File: config.mk
export PLATFORM = sky130hd
export DESIGN_NAME = one_wire_master_timing_top_flat
export DESIGN_NICKNAME = d
export VERILOG_FILES = /design/src/hdl/owm_pkg.sv /design/src/hdl/owm_if.sv /design/src/hdl/one_wire_master_timing_top.sv /design/src/hdl/owm_cfg_regs.sv /design/src/hdl/owm_step.sv /design/src/flat_wrapper.sv
export SDC_FILE = /design/constraint.sdc
export NUM_CORES = 1
export LEC_CHECK = 0
export BUFFER_PORTS_ARGS = -buffer_cell sky130_fd_sc_hd__buf_4
export CORE_MARGIN = 1
export CORE_UTILIZATION = 41
export DETAILED_ROUTE_END_ITERATION = 6
export GPL_TIMING_DRIVEN = 0
export PLACE_DENSITY_LB_ADDON = 0.25
export SYNTH_ARGS = -nofsm -noshare
export SYNTH_HDL_FRONTEND = slang
export SYNTH_SLANG_ARGS = --single-unit
File: constraint.sdc
create_clock -name clk -period 4.1 [get_ports clk]
set_input_delay 0 -clock clk [delete_from_list [all_inputs] [get_ports clk]]
set_output_delay 0 -clock clk [all_outputs]
set_load 0.005 [all_outputs]
File: src/hdl/owm_pkg.sv
// Package: shared types, codes and constants of the 1-Wire master timing block.
package owm_pkg;

  localparam int TIMER_WIDTH_DEF = 16;
  localparam int LEN_W           = 16;
  localparam int BYTE_W          = 8;
  localparam int NUM_REGS        = 7;
  localparam int REG_IDX_W       = 3;

  // Register reset values.
  localparam logic [LEN_W-1:0] RST_RESET_LOW  = 16'd600;
  localparam logic [LEN_W-1:0] RST_PRES_WAIT  = 16'd60;
  localparam logic [LEN_W-1:0] RST_SLOT_LOW   = 16'd2;
  localparam logic [LEN_W-1:0] RST_WRITE_HOLD = 16'd60;
  localparam logic [LEN_W-1:0] RST_WRITE_REC  = 16'd10;
  localparam logic [LEN_W-1:0] RST_READ_REL   = 16'd2;
  localparam logic [LEN_W-1:0] RST_READ_TAIL  = 16'd60;

  typedef enum logic [1:0] {
    OP_TICK  = 2'd0,
    OP_RESET = 2'd1,
    OP_WRITE = 2'd2,
    OP_READ  = 2'd3
  } op_t;

  typedef enum logic [REG_IDX_W-1:0] {
    REG_RESET_LOW  = 3'd0,
    REG_PRES_WAIT  = 3'd1,
    REG_SLOT_LOW   = 3'd2,
    REG_WRITE_HOLD = 3'd3,
    REG_WRITE_REC  = 3'd4,
    REG_READ_REL   = 3'd5,
    REG_READ_TAIL  = 3'd6
  } reg_idx_t;

  typedef enum logic [3:0] {
    PH_IDLE     = 4'd0,
    PH_RST_LOW  = 4'd1,
    PH_RST_WAIT = 4'd2,
    PH_RST_REC  = 4'd3,
    PH_W_LOW    = 4'd4,
    PH_W_HOLD   = 4'd5,
    PH_W_REC    = 4'd6,
    PH_R_LOW    = 4'd7,
    PH_R_REL    = 4'd8,
    PH_R_TAIL   = 4'd9
  } phase_t;

  typedef struct packed {
    logic [LEN_W-1:0] reset_low;
    logic [LEN_W-1:0] pres_wait;
    logic [LEN_W-1:0] slot_low;
    logic [LEN_W-1:0] write_hold;
    logic [LEN_W-1:0] write_rec;
    logic [LEN_W-1:0] read_rel;
    logic [LEN_W-1:0] read_tail;
  } cfg_regs_t;

  typedef struct packed {
    logic              line_release;
    logic              busy_res;
    logic              done_res;
    logic              presence_absent;
    logic [BYTE_W-1:0] read_byte;
    logic              rejected;
  } result_t;

endpackage

File: src/hdl/owm_if.sv
// Interfaces: command/tick input channel, result channel and register write channel.
interface owm_in_if;
  logic       valid;
  logic       ready;
  logic [1:0] op;
  logic [7:0] write_byte;
  logic       line_in;

  modport source (output valid, output op, output write_byte, output line_in, input ready);
  modport sink   (input valid, input op, input write_byte, input line_in, output ready);
endinterface

interface owm_out_if;
  logic       valid;
  logic       ready;
  logic       line_release;
  logic       busy_res;
  logic       done_res;
  logic       presence_absent;
  logic [7:0] read_byte;
  logic       rejected;

  modport source (output valid, output line_release, output busy_res, output done_res,
                  output presence_absent, output read_byte, output rejected, input ready);
  modport sink   (input valid, input line_release, input busy_res, input done_res,
                  input presence_absent, input read_byte, input rejected, output ready);
endinterface

interface owm_cfg_if;
  logic        valid;
  logic        ready;
  logic [2:0]  index;
  logic [15:0] data;

  modport source (output valid, output index, output data, input ready);
  modport sink   (input valid, input index, input data, output ready);
endinterface

File: src/hdl/one_wire_master_timing_top.sv
// Top level: 1-Wire bus master timing block with input and result registers.
// Each transaction on the input channel is either a tick of the external delay
// unit (op 0) or a command: reset pulse with presence sampling (op 1), byte
// write sent LSB first (op 2) or byte read sampled LSB first (op 3). It also
// carries the sampled bus level. Every input transaction produces exactly one
// result transaction giving the line drive (1 = release), busy, done, the last
// presence sample, the shift register contents and a reject flag for a command
// that arrived while busy. The block takes one transaction per clock: an input
// register feeds a single-pass step of the timing state, whose result lands in
// an output register; while the result register is held by a stalled sink the
// input register still fills, so throughput is one transaction per cycle as long
// as the sink keeps up. Phase lengths are counted in ticks, held in seven 16-bit
// registers (index 0..6: reset low, presence wait, slot low, write hold, write
// recovery, read release, read tail); a zero length counts as one tick and a
// length above the timer range saturates to the largest TIMER_WIDTH count. Write
// registers only while idle; writes to index 7 are dropped.
module one_wire_master_timing_top #(
  parameter int TIMER_WIDTH = owm_pkg::TIMER_WIDTH_DEF
) (
  input logic     clk,
  input logic     rst_n,
  owm_in_if.sink  in_if,
  owm_out_if.source out_if,
  owm_cfg_if.sink cfg_if
);
  import owm_pkg::*;

  cfg_regs_t         regs;
  result_t           res;

  // input register
  logic              s1_v_r, s1_v_nxt;
  logic [1:0]        s1_op_r;
  logic [BYTE_W-1:0] s1_wb_r;
  logic              s1_lin_r;

  // result register
  logic              out_v_r, out_v_nxt;
  result_t           out_res_r;

  logic              in_acc;
  logic              adv;

  // configuration channel never stalls
  assign cfg_if.ready = 1'b1;

  owm_cfg_regs u_cfg (
    .clk     (clk),
    .rst_n   (rst_n),
    .wr_en   (cfg_if.valid),
    .wr_idx  (cfg_if.index),
    .wr_data (cfg_if.data),
    .regs    (regs)
  );

  // step fires when the input register holds an item and the result slot frees
  assign adv          = s1_v_r && (!out_v_r || out_if.ready);
  assign in_if.ready  = !s1_v_r || adv;
  assign in_acc       = in_if.valid && in_if.ready;

  owm_step #(
    .TIMER_WIDTH (TIMER_WIDTH)
  ) u_step (
    .clk        (clk),
    .rst_n      (rst_n),
    .en         (adv),
    .op         (s1_op_r),
    .write_byte (s1_wb_r),
    .line_in    (s1_lin_r),
    .regs       (regs),
    .res        (res)
  );

  assign s1_v_nxt  = in_acc || (s1_v_r && !adv);
  assign out_v_nxt = adv || (out_v_r && !out_if.ready);

  always_ff @(posedge clk) begin
    if (!rst_n) begin
      s1_v_r  <= 1'b0;
      out_v_r <= 1'b0;
    end else begin
      s1_v_r  <= s1_v_nxt;
      out_v_r <= out_v_nxt;
    end
  end

  always_ff @(posedge clk) begin
    if (in_acc) begin
      s1_op_r  <= in_if.op;
      s1_wb_r  <= in_if.write_byte;
      s1_lin_r <= in_if.line_in;
    end
    if (adv) begin
      out_res_r <= res;
    end
  end

  assign out_if.valid           = out_v_r;
  assign out_if.line_release    = out_res_r.line_release;
  assign out_if.busy_res        = out_res_r.busy_res;
  assign out_if.done_res        = out_res_r.done_res;
  assign out_if.presence_absent = out_res_r.presence_absent;
  assign out_if.read_byte       = out_res_r.read_byte;
  assign out_if.rejected        = out_res_r.rejected;

endmodule

File: src/hdl/owm_cfg_regs.sv
// Phase length register file, written through the configuration channel.
module owm_cfg_regs (
  input  logic                           clk,
  input  logic                           rst_n,
  input  logic                           wr_en,
  input  logic [owm_pkg::REG_IDX_W-1:0]  wr_idx,
  input  logic [owm_pkg::LEN_W-1:0]      wr_data,
  output owm_pkg::cfg_regs_t             regs
);
  import owm_pkg::*;

  cfg_regs_t regs_r;
  cfg_regs_t regs_nxt;

  always_comb begin
    regs_nxt = regs_r;
    if (wr_en) begin
      unique case (reg_idx_t'(wr_idx))
        REG_RESET_LOW:  regs_nxt.reset_low  = wr_data;
        REG_PRES_WAIT:  regs_nxt.pres_wait  = wr_data;
        REG_SLOT_LOW:   regs_nxt.slot_low   = wr_data;
        REG_WRITE_HOLD: regs_nxt.write_hold = wr_data;
        REG_WRITE_REC:  regs_nxt.write_rec  = wr_data;
        REG_READ_REL:   regs_nxt.read_rel   = wr_data;
        REG_READ_TAIL:  regs_nxt.read_tail  = wr_data;
        default:        regs_nxt = regs_r;  // index beyond the file: dropped
      endcase
    end
  end

  always_ff @(posedge clk) begin
    if (!rst_n) begin
      regs_r.reset_low  <= RST_RESET_LOW;
      regs_r.pres_wait  <= RST_PRES_WAIT;
      regs_r.slot_low   <= RST_SLOT_LOW;
      regs_r.write_hold <= RST_WRITE_HOLD;
      regs_r.write_rec  <= RST_WRITE_REC;
      regs_r.read_rel   <= RST_READ_REL;
      regs_r.read_tail  <= RST_READ_TAIL;
    end else begin
      regs_r <= regs_nxt;
    end
  end

  assign regs = regs_r;

endmodule

File: src/hdl/owm_step.sv
// Bus timing state and the single-pass step that advances it by one item.
module owm_step #(
  parameter int TIMER_WIDTH = owm_pkg::TIMER_WIDTH_DEF
) (
  input  logic                         clk,
  input  logic                         rst_n,
  input  logic                         en,
  input  logic [1:0]                   op,
  input  logic [owm_pkg::BYTE_W-1:0]   write_byte,
  input  logic                         line_in,
  input  owm_pkg::cfg_regs_t           regs,
  output owm_pkg::result_t             res
);
  import owm_pkg::*;

  localparam logic [32:0] TMAX = (33'd1 << TIMER_WIDTH) - 33'd1;

  phase_t                   phase_r,  phase_nxt;
  logic [TIMER_WIDTH-1:0]   timer_r,  timer_nxt;
  logic [2:0]               bit_r,    bit_nxt;
  logic [BYTE_W-1:0]        shift_r,  shift_nxt;
  logic                     pres_r,   pres_nxt;
  logic                     line_r,   line_nxt;
  logic                     done;
  logic                     rej;
  logic [TIMER_WIDTH-1:0]   dec;

  // Zero counts as one tick; lengths beyond the timer saturate.
  function automatic logic [TIMER_WIDTH-1:0] load_len(input logic [LEN_W-1:0] v);
    logic [32:0] w;
    w = {17'd0, v};
    if (w == 33'd0) w = 33'd1;
    if (w > TMAX)   w = TMAX;
    return w[TIMER_WIDTH-1:0];
  endfunction

  assign dec = timer_r - {{(TIMER_WIDTH-1){1'b0}}, 1'b1};

  always_comb begin
    phase_nxt = phase_r;
    timer_nxt = timer_r;
    bit_nxt   = bit_r;
    shift_nxt = shift_r;
    pres_nxt  = pres_r;
    line_nxt  = line_r;
    done      = 1'b0;
    rej       = 1'b0;

    unique case (op_t'(op))
      OP_TICK: begin
        if (phase_r == PH_RST_REC) begin
          // wait for the line to come back high after presence
          if (line_in) begin
            phase_nxt = PH_IDLE;
            line_nxt  = 1'b1;
            timer_nxt = '0;
            bit_nxt   = '0;
            done      = 1'b1;
          end
        end else if (phase_r != PH_IDLE) begin
          timer_nxt = dec;
          if (dec == '0) begin
            unique case (phase_r)
              PH_RST_LOW: begin
                phase_nxt = PH_RST_WAIT;
                line_nxt  = 1'b1;
                timer_nxt = load_len(regs.pres_wait);
              end
              PH_RST_WAIT: begin
                pres_nxt = line_in;
                line_nxt = 1'b1;
                if (line_in) begin
                  phase_nxt = PH_IDLE;
                  timer_nxt = '0;
                  bit_nxt   = '0;
                  done      = 1'b1;
                end else begin
                  phase_nxt = PH_RST_REC;
                  timer_nxt = '0;
                end
              end
              PH_W_LOW: begin
                phase_nxt = PH_W_HOLD;
                line_nxt  = shift_r[0];
                shift_nxt = shift_r >> 1;
                timer_nxt = load_len(regs.write_hold);
              end
              PH_W_HOLD: begin
                phase_nxt = PH_W_REC;
                line_nxt  = 1'b1;
                timer_nxt = load_len(regs.write_rec);
              end
              PH_W_REC: begin
                if (bit_r == 3'd7) begin
                  phase_nxt = PH_IDLE;
                  line_nxt  = 1'b1;
                  timer_nxt = '0;
                  bit_nxt   = '0;
                  done      = 1'b1;
                end else begin
                  phase_nxt = PH_W_LOW;
                  line_nxt  = 1'b0;
                  bit_nxt   = bit_r + 3'd1;
                  timer_nxt = load_len(regs.slot_low);
                end
              end
              PH_R_LOW: begin
                phase_nxt = PH_R_REL;
                line_nxt  = 1'b1;
                timer_nxt = load_len(regs.read_rel);
              end
              PH_R_REL: begin
                shift_nxt[bit_r] = shift_r[bit_r] | line_in;
                phase_nxt = PH_R_TAIL;
                line_nxt  = 1'b1;
                timer_nxt = load_len(regs.read_tail);
              end
              PH_R_TAIL: begin
                if (bit_r == 3'd7) begin
                  phase_nxt = PH_IDLE;
                  line_nxt  = 1'b1;
                  timer_nxt = '0;
                  bit_nxt   = '0;
                  done      = 1'b1;
                end else begin
                  phase_nxt = PH_R_LOW;
                  line_nxt  = 1'b0;
                  bit_nxt   = bit_r + 3'd1;
                  timer_nxt = load_len(regs.slot_low);
                end
              end
              default: begin
                phase_nxt = PH_IDLE;
                line_nxt  = 1'b1;
                timer_nxt = '0;
                bit_nxt   = '0;
              end
            endcase
          end
        end
      end
      OP_RESET: begin
        if (phase_r != PH_IDLE) begin
          rej = 1'b1;
        end else begin
          phase_nxt = PH_RST_LOW;
          line_nxt  = 1'b0;
          timer_nxt = load_len(regs.reset_low);
        end
      end
      OP_WRITE: begin
        if (phase_r != PH_IDLE) begin
          rej = 1'b1;
        end else begin
          shift_nxt = write_byte;
          bit_nxt   = '0;
          phase_nxt = PH_W_LOW;
          line_nxt  = 1'b0;
          timer_nxt = load_len(regs.slot_low);
        end
      end
      OP_READ: begin
        if (phase_r != PH_IDLE) begin
          rej = 1'b1;
        end else begin
          shift_nxt = '0;
          bit_nxt   = '0;
          phase_nxt = PH_R_LOW;
          line_nxt  = 1'b0;
          timer_nxt = load_len(regs.slot_low);
        end
      end
      default: rej = 1'b0;
    endcase
  end

  always_ff @(posedge clk) begin
    if (!rst_n) begin
      phase_r <= PH_IDLE;
      timer_r <= '0;
      bit_r   <= '0;
      shift_r <= '0;
      pres_r  <= 1'b1;
      line_r  <= 1'b1;
    end else if (en) begin
      phase_r <= phase_nxt;
      timer_r <= timer_nxt;
      bit_r   <= bit_nxt;
      shift_r <= shift_nxt;
      pres_r  <= pres_nxt;
      line_r  <= line_nxt;
    end
  end

  always_comb begin
    res.line_release    = line_nxt;
    res.busy_res        = (phase_nxt != PH_IDLE);
    res.done_res        = done;
    res.presence_absent = pres_nxt;
    res.read_byte       = shift_nxt;
    res.rejected        = rej;
  end

endmodule

File: src/flat_wrapper.sv
// flat-port wrapper written by rule: the top's interface ports become plain ports
module one_wire_master_timing_top_flat import owm_pkg::*;
#(
  parameter int TIMER_WIDTH = owm_pkg::TIMER_WIDTH_DEF
)
  (clk, rst_n, in_if_valid, in_if_op, in_if_write_byte, in_if_line_in, in_if_ready, out_if_valid, out_if_line_release, out_if_busy_res, out_if_done_res, out_if_presence_absent, out_if_read_byte, out_if_rejected, out_if_ready, cfg_if_valid, cfg_if_index, cfg_if_data, cfg_if_ready);
  owm_in_if in_if_i ();
  owm_out_if out_if_i ();
  owm_cfg_if cfg_if_i ();
  input logic clk;
  input logic rst_n;
  input wire logic [$bits(in_if_i.valid)-1:0] in_if_valid;
  input wire logic [$bits(in_if_i.op)-1:0] in_if_op;
  input wire logic [$bits(in_if_i.write_byte)-1:0] in_if_write_byte;
  input wire logic [$bits(in_if_i.line_in)-1:0] in_if_line_in;
  output wire logic [$bits(in_if_i.ready)-1:0] in_if_ready;
  output wire logic [$bits(out_if_i.valid)-1:0] out_if_valid;
  output wire logic [$bits(out_if_i.line_release)-1:0] out_if_line_release;
  output wire logic [$bits(out_if_i.busy_res)-1:0] out_if_busy_res;
  output wire logic [$bits(out_if_i.done_res)-1:0] out_if_done_res;
  output wire logic [$bits(out_if_i.presence_absent)-1:0] out_if_presence_absent;
  output wire logic [$bits(out_if_i.read_byte)-1:0] out_if_read_byte;
  output wire logic [$bits(out_if_i.rejected)-1:0] out_if_rejected;
  input wire logic [$bits(out_if_i.ready)-1:0] out_if_ready;
  input wire logic [$bits(cfg_if_i.valid)-1:0] cfg_if_valid;
  input wire logic [$bits(cfg_if_i.index)-1:0] cfg_if_index;
  input wire logic [$bits(cfg_if_i.data)-1:0] cfg_if_data;
  output wire logic [$bits(cfg_if_i.ready)-1:0] cfg_if_ready;
  assign in_if_i.valid = in_if_valid;
  assign in_if_i.op = in_if_op;
  assign in_if_i.write_byte = in_if_write_byte;
  assign in_if_i.line_in = in_if_line_in;
  assign in_if_ready = in_if_i.ready;
  assign out_if_valid = out_if_i.valid;
  assign out_if_line_release = out_if_i.line_release;
  assign out_if_busy_res = out_if_i.busy_res;
  assign out_if_done_res = out_if_i.done_res;
  assign out_if_presence_absent = out_if_i.presence_absent;
  assign out_if_read_byte = out_if_i.read_byte;
  assign out_if_rejected = out_if_i.rejected;
  assign out_if_i.ready = out_if_ready;
  assign cfg_if_i.valid = cfg_if_valid;
  assign cfg_if_i.index = cfg_if_index;
  assign cfg_if_i.data = cfg_if_data;
  assign cfg_if_ready = cfg_if_i.ready;
  one_wire_master_timing_top #(.TIMER_WIDTH(TIMER_WIDTH)) u_core (.clk(clk), .rst_n(rst_n), .in_if(in_if_i), .out_if(out_if_i), .cfg_if(cfg_if_i));
endmodule
# Word-level counts from Yosys, hierarchy flattened
# Cells that the tools add are included.
op_classes:
  shifts: 0
  eq_ne: 27
  n_bitwise: 1
  n_div: 0
  n_mux: 120
  n_reduce_logical: 39
  n_mul: 0
  addsub: 2
  magnitude_cmp: 12
op_table:
  columns: ["op", "count"]
  rows:
  - ["33-bit two-way mux", 41]
  - ["16-bit two-way mux", 26]
  - ["33-bit by 16-bit > comparator with 1-bit output (second input constant)", 10]
  - ["16-bit zero test", 8]
  - ["16-bit case mux with 7 select lines", 1]
  - ["16-bit case mux with 4 select lines", 1]
  - ["8-bit two-way mux", 5]
  - ["4-bit case mux with 8 select lines", 1]
  - ["4-bit two-way mux", 7]
  - ["3-bit two-way mux", 8]
  - ["8-bit case mux with 3 select lines", 1]
  - ["1-bit two-way mux", 18]
  - ["4-bit by 3-bit == test with 1-bit output (second input constant)", 4]
  - ["4-bit case mux with 4 select lines", 1]
  - ["8-bit case mux with 2 select lines", 1]
  - ["16-bit by 1-bit subtractor with 16-bit output (second input constant)", 1]
  - ["2-bit AND reduction", 7]
  - ["3-bit == test (second input constant)", 4]
  - ["6-bit AND reduction", 2]
  - ["3-bit inequality test (second input constant)", 3]
  - ["3-bit case mux with 3 select lines", 1]
  - ["8-bit bitwise mux", 1]
  - ["4-bit by 2-bit == test with 1-bit output (second input constant)", 2]
  - ["4-bit == test (second input constant)", 2]
  - ["26 further kinds", 45]
totals:
  romBits: 0
  mem_bits_rw: 0
  latch_bits: 0
  reg_bits: 171
  out_inout_bits: 16
  input_bits: 35
  n_memories: 0

# Depth between registers and ports, before layout
logic_depth:
  word_depth: 16
  depth_mapped: 13
  mapped_depth_nobuf: 9

# Modules after synthesis
# From an unflattened synthesis, not the netlist that was laid out.
hier_totals:
  hier_cells: 991
  hier_area_um2: 9001.1
by_module_without_submodules:
  columns: ["module", "cells_each", "n_inst", "area_each_um2"]
  rows:
  - ["owm_cfg_regs", 396, 1, 4157.7]
  - ["owm_step", 560, 1, 4007.6]
  - ["one_wire_master_timing_top", 35, 1, 835.8]

# Worst setup path before layout
# OpenSTA, ideal clock, no wires.
synth_timing:
  kind: "register to register"
  startpoint: "register u_core.u_step.timer_r[0]"
  endpoint: "register u_core.out_res_r (netlist bit u_core.out_if.read_byte[6]) (data pin)"
  stages_incl_launch_ff: 12
  setup_time_ns: 0.262
  setup_slack_ns: 1.087
  t_arrival_ns: 2.751
  n_path_buf: 2
  cell_sequence: "dfxtp_1 clkbuf_1 inv_1 ha_1 clkbuf_1 o21bai_1 a21boi_0 o211ai_1 or4_1 nor3_1 a311o_1 nand2_1"
synth_lines:
  columns: ["element", "line", "source"]
  rows:
  - ["start: declaration", "owm_step.sv:19", "logic [TIMER_WIDTH-1:0] timer_r, timer_nxt;"]
  - ["start signal: assignment", "owm_step.sv:187", "timer_r <= timer_nxt;"]
  - ["end signal: assignment", "one_wire_master_timing_top.sv:94", "out_res_r <= res;"]
  - ["end: declaration", "one_wire_master_timing_top.sv:39", "result_t out_res_r;"]

==> results.toml <==
[synthesis]
ys_warn_count = 0
async_reset_ff_share_pct = 0
post_syn_nets = 1118
synth_edf_count = 24
ys_dominant_reg_cell = "sky130_fd_sc_hd__dfxtp_1"
netlist_instances = 1079
postSynthRegisterBits = 171
syn_area_mm2 = 0.00870
netlist-cell-type-count = 73
synthesis.area_per_instance_um2 = 8.06
synth_sequential_area_ratio_pct = 42.1

[routing]
vias = 8776
ant_nets = 0
vias_per_cell = 6.00
detailedRoute.firstIterationViolations = 1210
drc_violation_count_after_routing = 19
drt_first_pass_iters = 7
routed_wirelength_um = 30100
routed_wire_length_per_instance_um = 20.6

[min_path]
hold_path_startpoint = "cfg_if_index[0]"
whs_path_depth = 4
min-delay-path-class = "input pin to register"
min_to = "u_core.u_cfg.regs[32]"

[critical_path]
path_cells = "clkbuf_1 > inv_1 > ha_1 > clkbuf_1 > o21bai_1 > a311o_1 > nand3_1 > nand4_1 > clkbuf_1 > clkbuf_1 > o31ai_1 > o21a_1 > nand4_1"
worstSetupEndpointType = "register"
timing.critical_path.buf_inv = 5
critPathTopFamily = "buffers and inverters"
reg2regPathDepth = 13
kind_of_launch_point_of_the_worst_setup_path = "register"
rr_endpoint = "u_core.out_if.busy_res"
setup.worst_path.start = "u_core.u_step.timer_r[0]"
cpMaxStageDelayCell = "sky130_fd_sc_hd__a311o_1"
worst-r2r-setup-slack_ns = 0.40
reg2reg_from = "u_core.u_step.timer_r[0]"
critPathMaxFanout = 10
crit_path_max_incr_delay_ns = 0.34
timing_worst_setup_path_type = "register to register"
worst-endpoint-arrival_ns = 3.87
critPathRequiredTime_ns = 4.27
crit_path_frequent_cell = "sky130_fd_sc_hd__clkbuf_1"

[sta]
setup_total_negative_slack_ns = 0
grt_setup_unrepaired = "no"
timing.final.max_slew_violations = 0
maxClockFrequency_mhz = 270
hold_viol_final = 0
finalCriticalPeriod_ns = 3.70
worstMarginPinSlew_ns = 1.28
maxSlewHeadroom_pct = 13.4
layout_worst_path_cycle_share_pct = 90.2
final_setup_violating_endpoints = 0
clock-skew-final_ns = 0.0100

[clock_tree]
numCtsBuffers = 17
ctsHtreeMaxLevel = 4
worstSkewPairLatency_ns = 0.45
clock_sink_count = 171
post_cts_buffers = 0
cts_tree = "yes"
clock_transition_at_path_regs_ns = 0.07
clock-root-buffer = "sky130_fd_sc_hd__clkbuf_16"
clk_path_buf_depth = 2

[status]
status = "complete, but fails checks"
violations_in_the_final_reports = "design-rule violations"

[floorplan]
placementRows = 52
design.core.area_mm2 = 0.0205
initial_utilization_pct = 42.5
boundaryPins = 51
fp.dieArea_mm2 = 0.0218
fp.dieH_um = 148
die_width_um = 148

[power]
power_density_mw_per_mm2 = 393
sequentialPowerShare_pct = 44.8
clock_power_share_pct = 39.6
share_comb_of_total_power_pct = 15.6
switch_share_pct = 30.3
p_leak_nw = 3.62
switching_power_mw = 1.23
peakVddDrop_v = 0.000243
cellInternalPower_mw = 2.83

[grt]
grt_pass1_wl_um = 46700
globalRouteOverflowTotal = 0
maximum_number_of_pins_on_one_net_before_global_route_repair = 23
grt_usage_pct = 28.3
grt_pass1_vias = 8137
grt_antenna_before_repair = 0

[placement]
port-buffer-count = 49
dp.final_hpwl_um = 21900
final_weighted_congestion_in_routability_driven_placement = 0.944

[final_layout]
n_antenna_cell = 0
layout-drive-gt1-share_pct = 8.98
design.final.nets = 1218
area_growth_syn_to_layout_pct = 18.7
post-route-util_pct = 50.4

[job]
max-cap-violations = 0
synth_stat cells (all sizes together) (3+ instances only):
cell type | count | area (um^2)
nand2 | 291 | 1090
dfxtp | 147 | 2940
a21boi | 95 | 713
clkbuf | 67 | 251
o21ai | 50 | 250
nand3 | 40 | 200
nor2 | 38 | 143
nor4 | 33 | 255
a31oi | 29 | 181
nor3 | 26 | 145
a22oi | 25 | 188
a21oi | 24 | 120
edfxtp | 24 | 721
a221oi | 15 | 131
a222oi | 14 | 140
inv | 13 | 48.8
nor2b | 11 | 68.8
nand2b | 10 | 62.6
o31ai | 10 | 75.1
o211ai | 8 | 60.1
xor2 | 8 | 70.1
buf | 7 | 46.3
nand4 | 6 | 43.8
a41o | 5 | 50.1
nor4b | 5 | 43.8
xnor2 | 5 | 43.8
and2 | 4 | 25.0
and3 | 4 | 25.0
ha | 4 | 50.1
or3 | 4 | 25.0
a211o | 3 | 26.3
a31o | 3 | 26.3
a41oi | 3 | 26.3
nor3b | 3 | 22.5
o21a | 3 | 22.5
o22ai | 3 | 18.8
or4 | 3 | 26.3
sequential cells by signal, summed over array words and instances (netlist names):
signal	count
u_core.out_if.line_release	1
u_core.u_step.bit_r	3
u_core.u_cfg.regs	112
u_core.s1_op_r	2
u_core.s1_lin_r	1
u_core.u_step.phase_r	4
u_core.u_step.shift_r	8
u_core.u_step.pres_r	1
u_core.out_if.done_res	1
u_core.out_if.read_byte	8
u_core.s1_wb_r	8
u_core.out_if.busy_res	1
u_core.out_if.rejected	1
u_core.out_if.valid	1
u_core.u_step.timer_r	16
u_core.out_if.presence_absent	1
u_core.s1_v_r	1
u_core.u_step.line_r	1
layout make-up:
class | instances | area [um^2]
tap | 270 | 338
buffer | 74 | 298
inverter | 13 | 48.8
multi-input combinational | 821 | 4700
fill | 1994 | 10200
clock inverter | 14 | 154
timing repair buffer | 81 | 688
clock buffer | 18 | 439
sequential | 171 | 3660
layout by cell type, fill, tap and decap left out, drive strengths merged, types with 6 or more instances in the layout:
master and instances:
dlygate4sd3 32, nor4 33, nor2 38, dfxtp 147, a21boi 95, buf 56
a221oi 15, edfxtp 24, inv 18, clkbuf 85, nand2b 10, a31oi 29
o31ai 10, nor3 26, nor2b 11, xor2 8, a21oi 24, clkinv 8
a22oi 25, nand3 40, o21ai 50, nand2 291, a222oi 14, nand4 6
o211ai 8
logic make-up (layout without fill, tap and decap cells):
logic type | count (synthesis) | after routing | share of synthesized area (%)
simple gates | 488 | 488 | 26.0
mux | 3 | 3 | 0.374
xor+xnor | 13 | 13 | 1.31
buf+inv | 87 | 200 | 3.98
other cells | 1 | 1 | 0.0431
fa+ha+maj | 4 | 4 | 0.575
compound gates | 312 | 312 | 25.6
flops | 171 | 171 | 42.1
routing by layer:
metal	wire (um)	GRT usage, %
met1	13100	38.3
met5	0	0
met4	1110	11.4
met3	2220	5.34
met2	13700	44.4
worst max-delay path by stage:
stage / end / cells after the start / slack [ns]
after global placement: u_core.out_if.read_byte[6] / 11 / 0.52
after CTS: u_core.out_if.read_byte[6] / 11 / 0.47
after global routing: u_core.u_step.timer_r[10] / 13 / 0.15
after detailed placement: u_core.out_if.read_byte[6] / 11 / 0.48
final: u_core.out_if.busy_res / 13 / 0.40
after floorplan: u_core.out_if.read_byte[6] / 11 / 1.09
power groups by stage:
stage	Clock (mW)	Sequential, mW	Combinational, mW
detailed placement	0	1.86	0.590
floorplan	0	1.84	0.394
finish	1.61	1.82	0.633
global route	1.69	1.83	0.688
global placement	0	1.86	0.588
CTS	1.62	1.82	0.619
what timing repair did:
action                                 CTS  global route
hold buffers                            32             0
gates resized for setup                  0             0
endpoints found under the hold margin  126             0
worst register-to-register path, delay by kind of cell (launching register included):
kind	cells	cell delay, ns
buf+inv	5	1.34
compound gates	4	1.10
simple gates	3	0.46
flops	1	0.33
fa+ha+maj	1	0.21
metrics by stage:
stage          worst slack [ns]  instance area, um^2  cells  hold WS, ns  power [mW]
2_1_floorplan              1.09                 8700   1079       0.0989        2.23
3_3_place_gp              0.515                 9410   1398        0.181        2.44
3_5_place_dp              0.481                 9410   1398        0.179        2.45
4_1_cts                   0.474                10300   1462     0.000683        4.06
5_1_grt                   0.154                10300   1462       0.0388        4.21
6_report                  0.401                10300   1462       0.0190        4.06
Power figures use the tool's default switching activity.
